`config.mk`:
```
export PLATFORM = sky130hd
export DESIGN_NAME = dimacs_cnf_stream_parser_core
export DESIGN_NICKNAME = d
export VERILOG_FILES = /design/src/design/dcsp_pkg.sv /design/src/design/dcsp_step.sv /design/src/design/dimacs_cnf_stream_parser_core.sv
export SDC_FILE = /design/constraint.sdc
export NUM_CORES = 1
export LEC_CHECK = 0
export BUFFER_PORTS_ARGS = -buffer_cell sky130_fd_sc_hd__buf_4
export CELL_PAD_IN_SITES_DETAIL_PLACEMENT = 2
export CELL_PAD_IN_SITES_GLOBAL_PLACEMENT = 2
export CORE_MARGIN = 2
export CORE_UTILIZATION = 40
export DETAILED_ROUTE_END_ITERATION = 10
export PLACE_DENSITY = 0.81
export SLEW_MARGIN = 10
export SYNTH_ARGS = -nofsm -noshare
export SYNTH_HDL_FRONTEND = slang
export SYNTH_SLANG_ARGS = --single-unit
```
`constraint.sdc`:
```
create_clock -name clk -period 5.2 [get_ports clk]
set_input_delay 0.52 -clock clk [delete_from_list [all_inputs] [get_ports clk]]
set_output_delay 0.52 -clock clk [all_outputs]
set_load 0.005 [all_outputs]
```
`src/design/dcsp_pkg.sv`:
```
`timescale 1ns / 1ps
// Shared types, character codes, phase and event encodings for the DIMACS CNF
// stream parser. No dependencies.
package dcsp_pkg;

	// Width of parsed numbers (variable index, clause counts).
	localparam int IndexBits = 31;
	// Width of the digit append sum: acc*10 + 9 fits in IndexBits+4 bits.
	localparam int AccExtBits = IndexBits + 4;
	// Width of the clause literal counter (saturating, fixed by the output field).
	localparam int LenBits = 31;

	localparam logic [7:0] CH_MINUS = 8'h2D;
	localparam logic [7:0] CH_ZERO  = 8'h30;
	localparam logic [7:0] CH_NINE  = 8'h39;
	localparam logic [7:0] CH_NL    = 8'h0A;
	localparam logic [7:0] CH_CR    = 8'h0D;
	localparam logic [7:0] CH_TAB   = 8'h09;
	localparam logic [7:0] CH_SPACE = 8'h20;
	localparam logic [7:0] CH_LC_C  = 8'h63;
	localparam logic [7:0] CH_LC_P  = 8'h70;
	localparam logic [7:0] CH_LC_N  = 8'h6E;
	localparam logic [7:0] CH_LC_F  = 8'h66;

	typedef enum logic [4:0] {
		PH_START   = 5'd0,
		PH_COMMENT = 5'd1,
		PH_H1      = 5'd2,
		PH_H2      = 5'd3,
		PH_H3      = 5'd4,
		PH_H4      = 5'd5,
		PH_H5      = 5'd6,
		PH_VFIRST  = 5'd7,
		PH_VNUM    = 5'd8,
		PH_CFIRST  = 5'd9,
		PH_CNUM    = 5'd10,
		PH_HTAIL   = 5'd11,
		PH_BODY    = 5'd12,
		PH_MINUS   = 5'd13,
		PH_LIT     = 5'd14,
		PH_DONE    = 5'd15,
		PH_ERR     = 5'd16
	} phase_t;

	typedef enum logic [2:0] {
		EV_NONE   = 3'd0,
		EV_LIT    = 3'd1,
		EV_CLAUSE = 3'd2,
		EV_HEADER = 3'd3,
		EV_FINISH = 3'd4,
		EV_ERROR  = 3'd5
	} event_t;

	localparam logic [3:0] ERR_NONE         = 4'd0;
	localparam logic [3:0] ERR_COMMENT_EOF  = 4'd1;
	localparam logic [3:0] ERR_HDR_SYNTAX   = 4'd2;
	localparam logic [3:0] ERR_HDR_ZERO     = 4'd3;
	localparam logic [3:0] ERR_HDR_OVF      = 4'd4;
	localparam logic [3:0] ERR_LIT_SYNTAX   = 4'd5;
	localparam logic [3:0] ERR_LIT_ZERO     = 4'd6;
	localparam logic [3:0] ERR_LIT_OVF      = 4'd7;
	localparam logic [3:0] ERR_RANGE        = 4'd8;
	localparam logic [3:0] ERR_TOO_MANY     = 4'd9;
	localparam logic [3:0] ERR_OPEN_CLAUSE  = 4'd10;
	localparam logic [3:0] ERR_MISSING      = 4'd11;
	localparam logic [3:0] ERR_HDR_EOF      = 4'd12;

	typedef struct packed {
		phase_t                 phase;
		logic [IndexBits-1:0]   acc;
		logic                   minus;
		logic [IndexBits-1:0]   decl_vars;
		logic [IndexBits-1:0]   decl_clauses;
		logic [IndexBits-1:0]   clauses_done;
		logic [LenBits-1:0]     lits;
		logic [3:0]             err;
	} parse_state_t;

	typedef struct packed {
		event_t       ev;
		logic [30:0]  variable;
		logic         negated;
		logic [30:0]  count;
		logic [3:0]   error_code;
	} parse_result_t;

	// Fit a number into the 31-bit output fields (zero extend or keep low bits).
	function automatic logic [30:0] fit_out(input logic [IndexBits-1:0] v);
		logic [IndexBits+31:0] w;
		w = {32'd0, v};
		return w[30:0];
	endfunction

endpackage

```
`src/design/dcsp_step.sv`:
```
`timescale 1ns / 1ps
// Next-state and result logic of the parser for one character beat.
// Depends on dcsp_pkg.
module dcsp_step import dcsp_pkg::*; (
	input  parse_state_t  cur,
	input  logic [7:0]    data_byte,
	input  logic          at_end,
	output parse_state_t  nxt,
	output parse_result_t res
);

	logic                  is_dig;
	logic                  is_ws;
	logic [3:0]            dig;
	logic [AccExtBits-1:0] ext;
	logic [AccExtBits-1:0] prod;
	logic                  ovf;
	logic                  acc_zero;
	logic [IndexBits-1:0]  done_inc;
	logic [IndexBits-1:0]  tail_clauses;
	logic                  tail_en;
	logic                  fail_en;
	logic [3:0]            fail_code;

	assign is_dig   = (data_byte >= CH_ZERO) && (data_byte <= CH_NINE);
	assign is_ws    = (data_byte == CH_SPACE) || (data_byte == CH_TAB) ||
	                  (data_byte == CH_CR) || (data_byte == CH_NL);
	assign dig      = data_byte[3:0];
	assign ext      = {4'd0, cur.acc};
	// acc*10 + digit as two shifts and adds
	assign prod     = (ext << 3) + (ext << 1) + {{(AccExtBits-4){1'b0}}, dig};
	assign ovf      = |prod[AccExtBits-1:IndexBits];
	assign acc_zero = (cur.acc == '0);
	assign done_inc = cur.clauses_done + {{(IndexBits-1){1'b0}}, 1'b1};

	always_comb begin
		nxt          = cur;
		res          = '0;
		res.ev       = EV_NONE;
		fail_en      = 1'b0;
		fail_code    = ERR_NONE;
		tail_en      = 1'b0;
		tail_clauses = cur.decl_clauses;

		if (cur.phase == PH_ERR) begin
			res.ev         = EV_ERROR;
			res.error_code = cur.err;
		end else if (cur.phase == PH_DONE) begin
			res.ev = EV_NONE;
		end else if (cur.phase == PH_COMMENT) begin
			if (at_end) begin
				fail_en   = 1'b1;
				fail_code = ERR_COMMENT_EOF;
			end else if (data_byte == CH_NL) begin
				nxt.phase = PH_START;
			end
		end else if ((cur.phase < PH_BODY) && at_end) begin
			fail_en   = 1'b1;
			fail_code = ERR_HDR_EOF;
		end else begin
			case (cur.phase)
				PH_START: begin
					if (data_byte == CH_LC_C) nxt.phase = PH_COMMENT;
					else if (data_byte == CH_LC_P) nxt.phase = PH_H1;
					else begin fail_en = 1'b1; fail_code = ERR_HDR_SYNTAX; end
				end
				PH_H1: begin
					if (data_byte == CH_SPACE) nxt.phase = PH_H2;
					else begin fail_en = 1'b1; fail_code = ERR_HDR_SYNTAX; end
				end
				PH_H2: begin
					if (data_byte == CH_LC_C) nxt.phase = PH_H3;
					else begin fail_en = 1'b1; fail_code = ERR_HDR_SYNTAX; end
				end
				PH_H3: begin
					if (data_byte == CH_LC_N) nxt.phase = PH_H4;
					else begin fail_en = 1'b1; fail_code = ERR_HDR_SYNTAX; end
				end
				PH_H4: begin
					if (data_byte == CH_LC_F) nxt.phase = PH_H5;
					else begin fail_en = 1'b1; fail_code = ERR_HDR_SYNTAX; end
				end
				PH_H5: begin
					if (data_byte == CH_SPACE) nxt.phase = PH_VFIRST;
					else begin fail_en = 1'b1; fail_code = ERR_HDR_SYNTAX; end
				end
				PH_VFIRST, PH_CFIRST: begin
					if (!is_dig) begin
						fail_en   = 1'b1;
						fail_code = ERR_HDR_SYNTAX;
					end else begin
						nxt.acc   = {{(IndexBits-4){1'b0}}, dig};
						nxt.phase = (cur.phase == PH_VFIRST) ? PH_VNUM : PH_CNUM;
					end
				end
				PH_VNUM, PH_CNUM: begin
					if (is_dig) begin
						if (acc_zero) begin
							fail_en = 1'b1; fail_code = ERR_HDR_ZERO;
						end else if (ovf) begin
							fail_en = 1'b1; fail_code = ERR_HDR_OVF;
						end else begin
							nxt.acc = prod[IndexBits-1:0];
						end
					end else if (cur.phase == PH_VNUM) begin
						if (data_byte != CH_SPACE) begin
							fail_en = 1'b1; fail_code = ERR_HDR_SYNTAX;
						end else begin
							nxt.decl_vars = cur.acc;
							nxt.acc       = '0;
							nxt.phase     = PH_CFIRST;
						end
					end else begin
						nxt.decl_clauses = cur.acc;
						nxt.acc          = '0;
						nxt.phase        = PH_HTAIL;
						tail_clauses     = cur.acc;
						tail_en          = 1'b1;
					end
				end
				PH_HTAIL: begin
					tail_en = 1'b1;
				end
				PH_BODY: begin
					if (at_end) begin
						if (cur.lits != '0) begin
							fail_en = 1'b1; fail_code = ERR_OPEN_CLAUSE;
						end else if (cur.clauses_done < cur.decl_clauses) begin
							fail_en = 1'b1; fail_code = ERR_MISSING;
						end else begin
							nxt.phase = PH_DONE;
							res.ev    = EV_FINISH;
							res.count = fit_out(cur.clauses_done);
						end
					end else if (is_ws) begin
						nxt.phase = PH_BODY;
					end else if (data_byte == CH_MINUS) begin
						nxt.minus = 1'b1;
						nxt.phase = PH_MINUS;
					end else if (!is_dig) begin
						fail_en = 1'b1; fail_code = ERR_LIT_SYNTAX;
					end else begin
						nxt.acc   = {{(IndexBits-4){1'b0}}, dig};
						nxt.phase = PH_LIT;
					end
				end
				PH_MINUS: begin
					if (at_end || !is_dig || (data_byte == CH_ZERO)) begin
						fail_en = 1'b1; fail_code = ERR_LIT_SYNTAX;
					end else begin
						nxt.acc   = {{(IndexBits-4){1'b0}}, dig};
						nxt.phase = PH_LIT;
					end
				end
				PH_LIT: begin
					if (!at_end && is_dig) begin
						if (acc_zero) begin
							fail_en = 1'b1; fail_code = ERR_LIT_ZERO;
						end else if (ovf) begin
							fail_en = 1'b1; fail_code = ERR_LIT_OVF;
						end else begin
							nxt.acc = prod[IndexBits-1:0];
						end
					end else if (cur.acc > cur.decl_vars) begin
						fail_en = 1'b1; fail_code = ERR_RANGE;
					end else if (cur.clauses_done >= cur.decl_clauses) begin
						fail_en = 1'b1; fail_code = ERR_TOO_MANY;
					end else if (!at_end && !is_ws) begin
						fail_en = 1'b1; fail_code = ERR_LIT_SYNTAX;
					end else begin
						nxt.phase = PH_BODY;
						nxt.acc   = '0;
						nxt.minus = 1'b0;
						if (!acc_zero) begin
							if (at_end) begin
								fail_en = 1'b1; fail_code = ERR_OPEN_CLAUSE;
							end else begin
								res.ev       = EV_LIT;
								res.variable = fit_out(cur.acc);
								res.negated  = cur.minus;
								if (cur.lits != {LenBits{1'b1}}) begin
									nxt.lits = cur.lits + {{(LenBits-1){1'b0}}, 1'b1};
								end
							end
						end else begin
							// zero literal closes the clause
							nxt.clauses_done = done_inc;
							nxt.lits         = '0;
							if (at_end) begin
								if (done_inc < cur.decl_clauses) begin
									fail_en = 1'b1; fail_code = ERR_MISSING;
								end else begin
									nxt.phase = PH_DONE;
									res.ev    = EV_FINISH;
									res.count = fit_out(done_inc);
								end
							end else begin
								res.ev    = EV_CLAUSE;
								res.count = cur.lits;
							end
						end
					end
				end
				default: begin
					nxt = cur;
				end
			endcase
		end

		// header tail: blanks until newline, then report the header
		if (tail_en) begin
			if (data_byte == CH_NL) begin
				nxt.phase    = PH_BODY;
				res.ev       = EV_HEADER;
				res.variable = fit_out(cur.decl_vars);
				res.count    = fit_out(tail_clauses);
			end else if (!is_ws) begin
				fail_en   = 1'b1;
				fail_code = ERR_HDR_SYNTAX;
			end
		end

		if (fail_en) begin
			nxt.phase      = PH_ERR;
			nxt.err        = fail_code;
			res            = '0;
			res.ev         = EV_ERROR;
			res.error_code = fail_code;
		end
	end

endmodule

```
`src/design/dimacs_cnf_stream_parser_core.sv`:
```
`timescale 1ns / 1ps
// Top level of the DIMACS CNF stream parser: input register, parse state and
// result register around dcsp_step. Depends on dcsp_pkg and dcsp_step.
//
// Channel | Dir | Beat content
// s_*     | in  | tdata[7:0] data_byte, tlast at_end (end-of-input beat)
// m_*     | out | tuser[2:0] event_res; tdata variable, negated, count, error_code
//
// Every input beat yields exactly one output beat. The accepting edge loads the
// input register, and the step logic then moves it into the result register.
// Throughput is one beat per cycle while m_tready does not stall the output. A
// stall on m_tready holds the result register and then the input register; s_tready
// drops only when both are full. Reset clears the parse state to the start of the
// header area and empties both registers.
module dimacs_cnf_stream_parser_core import dcsp_pkg::*; (
	input  logic        clk,
	input  logic        arst_n,
	input  logic        s_tvalid,
	output logic        s_tready,
	input  logic [7:0]  s_tdata,   // [7:0] data_byte
	input  logic        s_tlast,   // at_end
	output logic        m_tvalid,
	input  logic        m_tready,
	output logic [71:0] m_tdata,   // [30:0] variable, [31] negated, [62:32] count,
	                               // [66:63] error_code, [71:67] zero
	output logic [2:0]  m_tuser    // [2:0] event_res
);

	logic          valid_s1;
	logic [7:0]    byte_s1;
	logic          end_s1;
	parse_state_t  state_q;
	parse_state_t  state_nxt;
	parse_result_t res_nxt;
	parse_result_t res_q;
	logic          out_valid_q;
	logic          advance;

	// result register can take a new beat when empty or being drained
	assign advance  = !out_valid_q || m_tready;
	assign s_tready = !valid_s1 || advance;

	// input register: hold the beat until the step logic consumes it
	always_ff @(posedge clk or negedge arst_n) begin
		if (!arst_n) begin
			valid_s1 <= 1'b0;
		end else if (s_tready) begin
			valid_s1 <= s_tvalid;
		end
	end

	always_ff @(posedge clk) begin
		if (s_tready && s_tvalid) begin
			byte_s1 <= s_tdata;
			end_s1  <= s_tlast;
		end
	end

	dcsp_step u_step (
		.cur       (state_q),
		.data_byte (byte_s1),
		.at_end    (end_s1),
		.nxt       (state_nxt),
		.res       (res_nxt)
	);

	// parse state and result valid advance together with the beat
	always_ff @(posedge clk or negedge arst_n) begin
		if (!arst_n) begin
			state_q     <= '{phase: PH_START, err: ERR_NONE, default: '0};
			out_valid_q <= 1'b0;
		end else if (advance) begin
			out_valid_q <= valid_s1;
			if (valid_s1) begin
				state_q <= state_nxt;
			end
		end
	end

	always_ff @(posedge clk) begin
		if (advance && valid_s1) begin
			res_q <= res_nxt;
		end
	end

	assign m_tvalid = out_valid_q;
	assign m_tuser  = res_q.ev;
	assign m_tdata  = {5'd0, res_q.error_code, res_q.count, res_q.negated, res_q.variable};

endmodule

```
==> impl_metrics.ini, run 1 <==
[routing]
drt-initial-drc-count = 1017
wl_per_cell_um = 25.64
wl_um = 64480
antenna_left = 0
vias_per_cell = 6.123
route.detailed.drc = 0
drt_pre_antenna_iters = 5
vias = 15400

[cells_and_area]
stdcell_count = 2515
n_antenna_cell = 0
fill_cells = 4534
nNetsFinal = 2124
syn_to_final_growth_pct = 14.36
drive_gt1_frac = 0.1129
final_area_sq_um = 19350

[global_route]
grt_pass1_wl_um = 101900
grt_start_max_net_pins = 168
grt_pass1_vias = 17100
gr-total-overflow = 0
antenna_found_initial = 0
globalRouteTotalUtil = 0.2940

[setup_path]
worstReg2RegEnd = m_tuser[2]$_SDFFCE_PP1P_
reg2regPathDepth = 19
cpMaxStageDelayCell = or4_4
critPathArrivalTime_ns = 5.32
r2r-start = state_q[35]$_DFFE_PN0P_
slowest_delay_ns = 0.57
critPathMaxFanout = 4
path_class = reg -> reg
rrSetupSlack_ns = 0.19
cp.required_ns = 5.51
path_common_cell = and3_1
worstPathCellList = buf_4 > and3_1 > and3_1 > and3_1 > buf_4 > and2_1 > nor2b_4 > nor2b_4 > xnor2_1 > ha_1 > and4_1 > nand2_1 > or4_4 > a31oi_4 > nor2_1 > o21ai_1 > a211oi_2 > or3_4 > or4b_1
end_kind = flip-flop
start_kind = flip-flop

[sta]
setup_viol = 0
skew_ns = 0.02312
period_share = 0.9625
hold_viol_final = 0
timing_max_transition_violations_final = 0
relSlewSlack = 0.1884
maxClockFrequency_mhz = 199.8
tightest_slew_ns = 1.200
fin_setup_tns_ns = 0
fin_crit_ns = 5.005

[clock_tree]
clock_latency_ns = 0.59
clock_sinks = 246
cts_made_buffers = 31
cts_root_buffer = clkbuf_16
postCtsHoldBufs = 0
cts_tree = done
clkSlewWorstSetupHoldPaths_ns = 0.06
clk_path_buf_depth = 3
ctsHtreeMaxLevel = 1

[power]
p_leak_nw = 9.419
peakVddDrop_uv = 205.4
power_density_nw_per_um2 = 244.6

[placed_design]
dpl.cell_count = 2457
dp_hpwl_um = 45530
gp_congestion = 0.8976
port_buffers = 84
place_area_sq_um = 18330

[logic_synthesis]
syn_inst = 1870
yosysMostFrequentCell = nand2_1
ys_top_cells_by_area = dfrtp_1 (25%), edfxtp_1 (14%), ha_1 (12%), nand2_1 (5.1%), o21ai_0 (4.7%)
synth_top_area_cell = dfrtp_1
synth_common_cells = nand2_1 (230), dfrtp_1 (167), o21ai_0 (159)
synth-edff-count = 79
synth_seq_cells = 246
synthDistinctLibCells = 90
ys_seq_area_frac = 0.3872
syn_area_sq_um = 16920
yosys_warnings = 0
synth_top_area_frac = 0.2470
synthArstFlopShare = 0.6789
yosys_most_used_dff = dfrtp_1
avgSynthCellArea_sq_um = 9.049

[floorplanning]
ioPinCount = 90
die_y_um = 209.7
fp.dieW_um = 209.7
core_area_sq_um = 41850
fp.dieArea_sq_um = 43960
rows = 75
start_util = 0.4043

[status]
outcome = completed

[min_path]
min_path_type = in -> async

[run]
max_cap_violations = 0
## per-stage QoR
stage	power (mW)	hold slack, ns	worst slack (ns)	utilization
after floorplan	2.442	0.2244	0.4118	-
after global placement	2.658	0.4754	0.1657	0.4381
after detailed placement	2.683	0.4903	-0.02193	0.4381
after CTS	4.769	0.09936	0.06520	0.4606
after global routing	4.889	0.1098	-0.007234	0.4624
final	4.734	0.03093	0.1948	0.4624
## cell type report
cell class	instances	area, sq um	area share
multi-input combinational	1432	9737	0.5032
sequential	246	6553	0.3386
timing repair buffer	141	1075	0.05554
clock buffer	39	805.8	0.04164
tap	539	674.4	0.03485
inverter	100	376.6	0.01946
clock inverter	18	130.1	0.006724
## logic make-up after synthesis
kind of cell               after synthesis  share of synthesized area
adders and majority gates              159                     0.1185
xor gates and xnor gates               104                    0.05383
buffers and inverters                  196                    0.04592
DFF                                    246                     0.3872
muxes                                   59                    0.03534
other                                    1                  0.0002216
AOI/OAI and AO/OA                      462                     0.1732
and+or+nand+nor                        643                     0.1858
## power breakdown
group	switching (mW)	leakage, nW	internal (mW)
logic	0.331	6.18	0.186
registers	0.0661	2.78	2.08
clock network	0.888	0.457	1.18
## what timing repair did
action,4_1_cts,5_1_grt
buffers inserted,0,1
pin swaps,0,5
endpoints found under the setup margin,2,7
gates resized for setup,4,17
## sequential cells by signal, summed over array words and instances (netlist names)
register,count
m_tvalid,1
byte_s1,8
valid_s1,1
end_s1,1
state_q,165
m_tuser,3
m_tdata,67
## layout by cell type, fill, tap and decap left out, types with 14 or more instances in the layout
cell and count:
a31oi_1 20, o221ai_1 30, and3_1 47, nor3_1 45, buf_4 139, edfxtp_1 79
xor2_1 32, nand3_1 39, nor4_1 29, nand4_1 37, ha_1 156, a21o_1 28
dfrtp_1 166, nor2_1 118, nand2_1 230, clkinv_1 14, a21oi_1 105, clkbuf_16 31
xnor2_1 71, mux2i_1 53, inv_1 96, o21ai_0 158
## layer usage
layer / vias up / wire [um] / track usage
met5: - / 0 / 0
met4: 0 / 2126 / 0.1049
met3: 119 / 2494 / 0.02783
met2: 359 / 31080 / 0.4946
met1: 7947 / 28780 / 0.3959
li1: 6975 / - / -
## worst max-delay path by stage
stage / start / end / slack (ns) / cells past startpoint
3_3_place_gp: state_q[35]$_DFFE_PN0P_ / m_tuser[2]$_SDFFCE_PP1P_ / 0.17 / 18
5_1_grt: state_q[35]$_DFFE_PN0P_ / m_tuser[2]$_SDFFCE_PP1P_ / -0.007 / 20
2_1_floorplan: state_q[35]$_DFFE_PN0P_ / m_tuser[2]$_SDFFCE_PP1P_ / 0.41 / 18
4_1_cts: state_q[35]$_DFFE_PN0P_ / m_tuser[2]$_SDFFCE_PP1P_ / 0.07 / 18
6_report: state_q[35]$_DFFE_PN0P_ / m_tuser[2]$_SDFFCE_PP1P_ / 0.19 / 19
3_5_place_dp: state_q[37]$_DFFE_PN0P_ / m_tuser[2]$_SDFFCE_PP1P_ / -0.02 / 17
## critical path, delay by kind of cell (launching register included)
family,cells,cell delay (ns)
buffers and inverters,2,0.30
xor gates and xnor gates,1,0.11
and+or+nand+nor,12,3.18
DFF,1,0.36
AOI/OAI and AO/OA,3,0.48
adders and majority gates,1,0.31
Power figures use the tool's default switching activity.
==> inputs of run 2 (changes only) <==
==> constraint.sdc (replaced) <==
create_clock -name clk -period 5.2 [get_ports clk]
set_input_delay 0.26 -clock clk [delete_from_list [all_inputs] [get_ports clk]]
set_output_delay 0.26 -clock clk [all_outputs]
set_load 0.005 [all_outputs]
==> run 2 against run 1 <==
Final cell count up 0.48%. Largest power group unchanged. Sequential power about the same. Global-route usage is 0.28 points higher. Wire length up 0.57%. Fmax increased by 0.12%. Non-clock buffer count is 12 higher. First-iteration DRC count decreased by 1.6%. Core utilization rose by 0.27 points. Register-to-register slack about the same. Combinational power is 1% higher.
==> impl_metrics.ini, run 2 (same netlist as run 1, synthesis figures left out) <==
[status]
outcome = completed

[clock_tree]
clkSlewWorstSetupHoldPaths_ns = 0.06
cts_root_buffer = clkbuf_16
ctsHtreeMaxLevel = 1
clock_sinks = 246
clock_latency_ns = 0.59
cts_tree = done
clk_path_buf_depth = 3
cts_made_buffers = 31

[sta]
setup_viol = 0
timing_max_transition_violations_final = 0
finalWorstSetupSlack_ns = 0.2008
period_share = 0.9614
hold_viol_final = 0
relSlewSlack = 0.1829
maxClockFrequency_mhz = 200.0
tightest_slew_ns = 1.209
skew_ns = 0.02354
fin_crit_ns = 4.999
hold_ws_ns = 0.3436

[placed_design]
port_buffers = 84
dpl.cell_count = 2457
dp_slack_ns = -0.02193
gp_congestion = 0.8976
dp_hpwl_um = 45530

[routing]
wl_per_cell_um = 25.66
antenna_left = 0
vias_per_cell = 6.099
route.detailed.drc = 0
drt_pre_antenna_iters = 5
wl_um = 64850
vias = 15410
drt-initial-drc-count = 1001

[cells_and_area]
n_antenna_cell = 0
nNetsFinal = 2136
fill_cells = 4514
regMostFlops = state_q
stdcell_count = 2527
drive_gt1_frac = 0.1122
syn_to_final_growth_pct = 15.02
largest_reg_flops = 165
layout_common_cells = nand2_1 (230), dfrtp_1 (166), o21ai_0 (158)
utilization = 0.4650
layout_commonest_cell = nand2_1

[power]
p_leak_nw = 9.469
finalPower_mw = 4.739
power_density_nw_per_um2 = 243.5
peakVddDrop_uv = 204.7

[min_path]
min_path_type = in -> async

[floorplanning]
core_area_sq_um = 41850
ioPinCount = 90
die_y_um = 209.7
fp.dieArea_sq_um = 43960
rows = 75
fp.dieW_um = 209.7
start_util = 0.4043

[setup_path]
end_kind = flip-flop
start_kind = flip-flop
path_class = reg -> reg
critPathMaxFanout = 4
rrSetupSlack_ns = 0.20
r2r-start = state_q[35]$_DFFE_PN0P_
critPathArrivalTime_ns = 5.31
reg2regPathDepth = 19
worstReg2RegEnd = m_tuser[2]$_SDFFCE_PP1P_
cp.required_ns = 5.51

[global_route]
grt_start_max_net_pins = 168
grt_pass1_vias = 17210
antenna_found_initial = 0
gr-total-overflow = 0
grt_pass1_wl_um = 102800
globalRouteTotalUtil = 0.2968

[run]
max_cap_violations = 0
-- run 2: worst max-delay path by stage --
stage                     cells after the start  slack [ns]                    start                  endpoint
after floorplan                              18        0.41  state_q[35]$_DFFE_PN0P_  m_tuser[2]$_SDFFCE_PP1P_
after global placement                       18        0.17  state_q[35]$_DFFE_PN0P_  m_tuser[2]$_SDFFCE_PP1P_
after detailed placement                     17       -0.02  state_q[37]$_DFFE_PN0P_  m_tuser[2]$_SDFFCE_PP1P_
after CTS                                    18        0.07  state_q[35]$_DFFE_PN0P_  m_tuser[2]$_SDFFCE_PP1P_
after global routing                         19       -0.02  state_q[35]$_DFFE_PN0P_  m_tuser[2]$_SDFFCE_PP1P_
final                                        19        0.20  state_q[35]$_DFFE_PN0P_  m_tuser[2]$_SDFFCE_PP1P_
-- run 2: repair_timing --
| action | 4_1_cts | 5_1_grt |
|---|---|---|
| endpoints found under the setup margin | 2 | 7 |
| hold endpoints to repair | 178 | 0 |
| buffers inserted | 0 | 1 |
| pin swaps | 0 | 5 |
| resized for setup | 4 | 16 |
| hold buffers | 12 | 0 |
-- run 2: worst max-delay path, stage by stage, from the launching register on --
cell	delay, ns
dfrtp_1	0.37
buf_4	0.14
and3_1	0.24
and3_1	0.24
and3_1	0.25
buf_4	0.16
and2_1	0.21
nor2b_4	0.22
nor2b_4	0.19
xnor2_1	0.11
ha_1	0.31
and4_1	0.19
nand2_1	0.05
or4_4	0.55
a31oi_2	0.18
nor2_1	0.09
o21ai_1	0.19
a211oi_2	0.12
or3_4	0.42
or4b_1	0.51
-- run 2: through the flow --
step | cell area [sq um] | TNS (ns)
floorplan | 16940 | 0
global placement | 18330 | 0
detailed placement | 18330 | -0.02193
CTS | 19400 | 0
global route | 19460 | -0.02435
finish | 19460 | 0
-- run 2: layout make-up --
type / instances / area (sq um) / share of cell area
clock buffers: 39 / 805.8 / 0.04140
repair buffers: 153 / 1195 / 0.06140
well taps: 539 / 674.4 / 0.03465
flip-flops and latches: 246 / 6553 / 0.3367
clock inverters: 18 / 130.1 / 0.006686
inverters: 100 / 376.6 / 0.01935
multi-input cells: 1432 / 9728 / 0.4998
-- run 2: routing by layer --
layer	GRT usage	part of all wire	wire length (um)	vias to the layer above
li1	-	-	-	6996
met2	0.5004	0.48	31330	339
met1	0.3992	0.45	29050	7965
met4	0.1047	0.031	2035	0
met3	0.02798	0.038	2437	113
met5	0	0	0	-
-- run 2: power by group --
part | switching, mW | internal (mW) | total, mW
logic | 0.332 | 0.192 | 0.523
clock network | 0.887 | 1.18 | 2.07
registers | 0.0663 | 2.08 | 2.15
total | 1.28 | 3.45 | 4.74
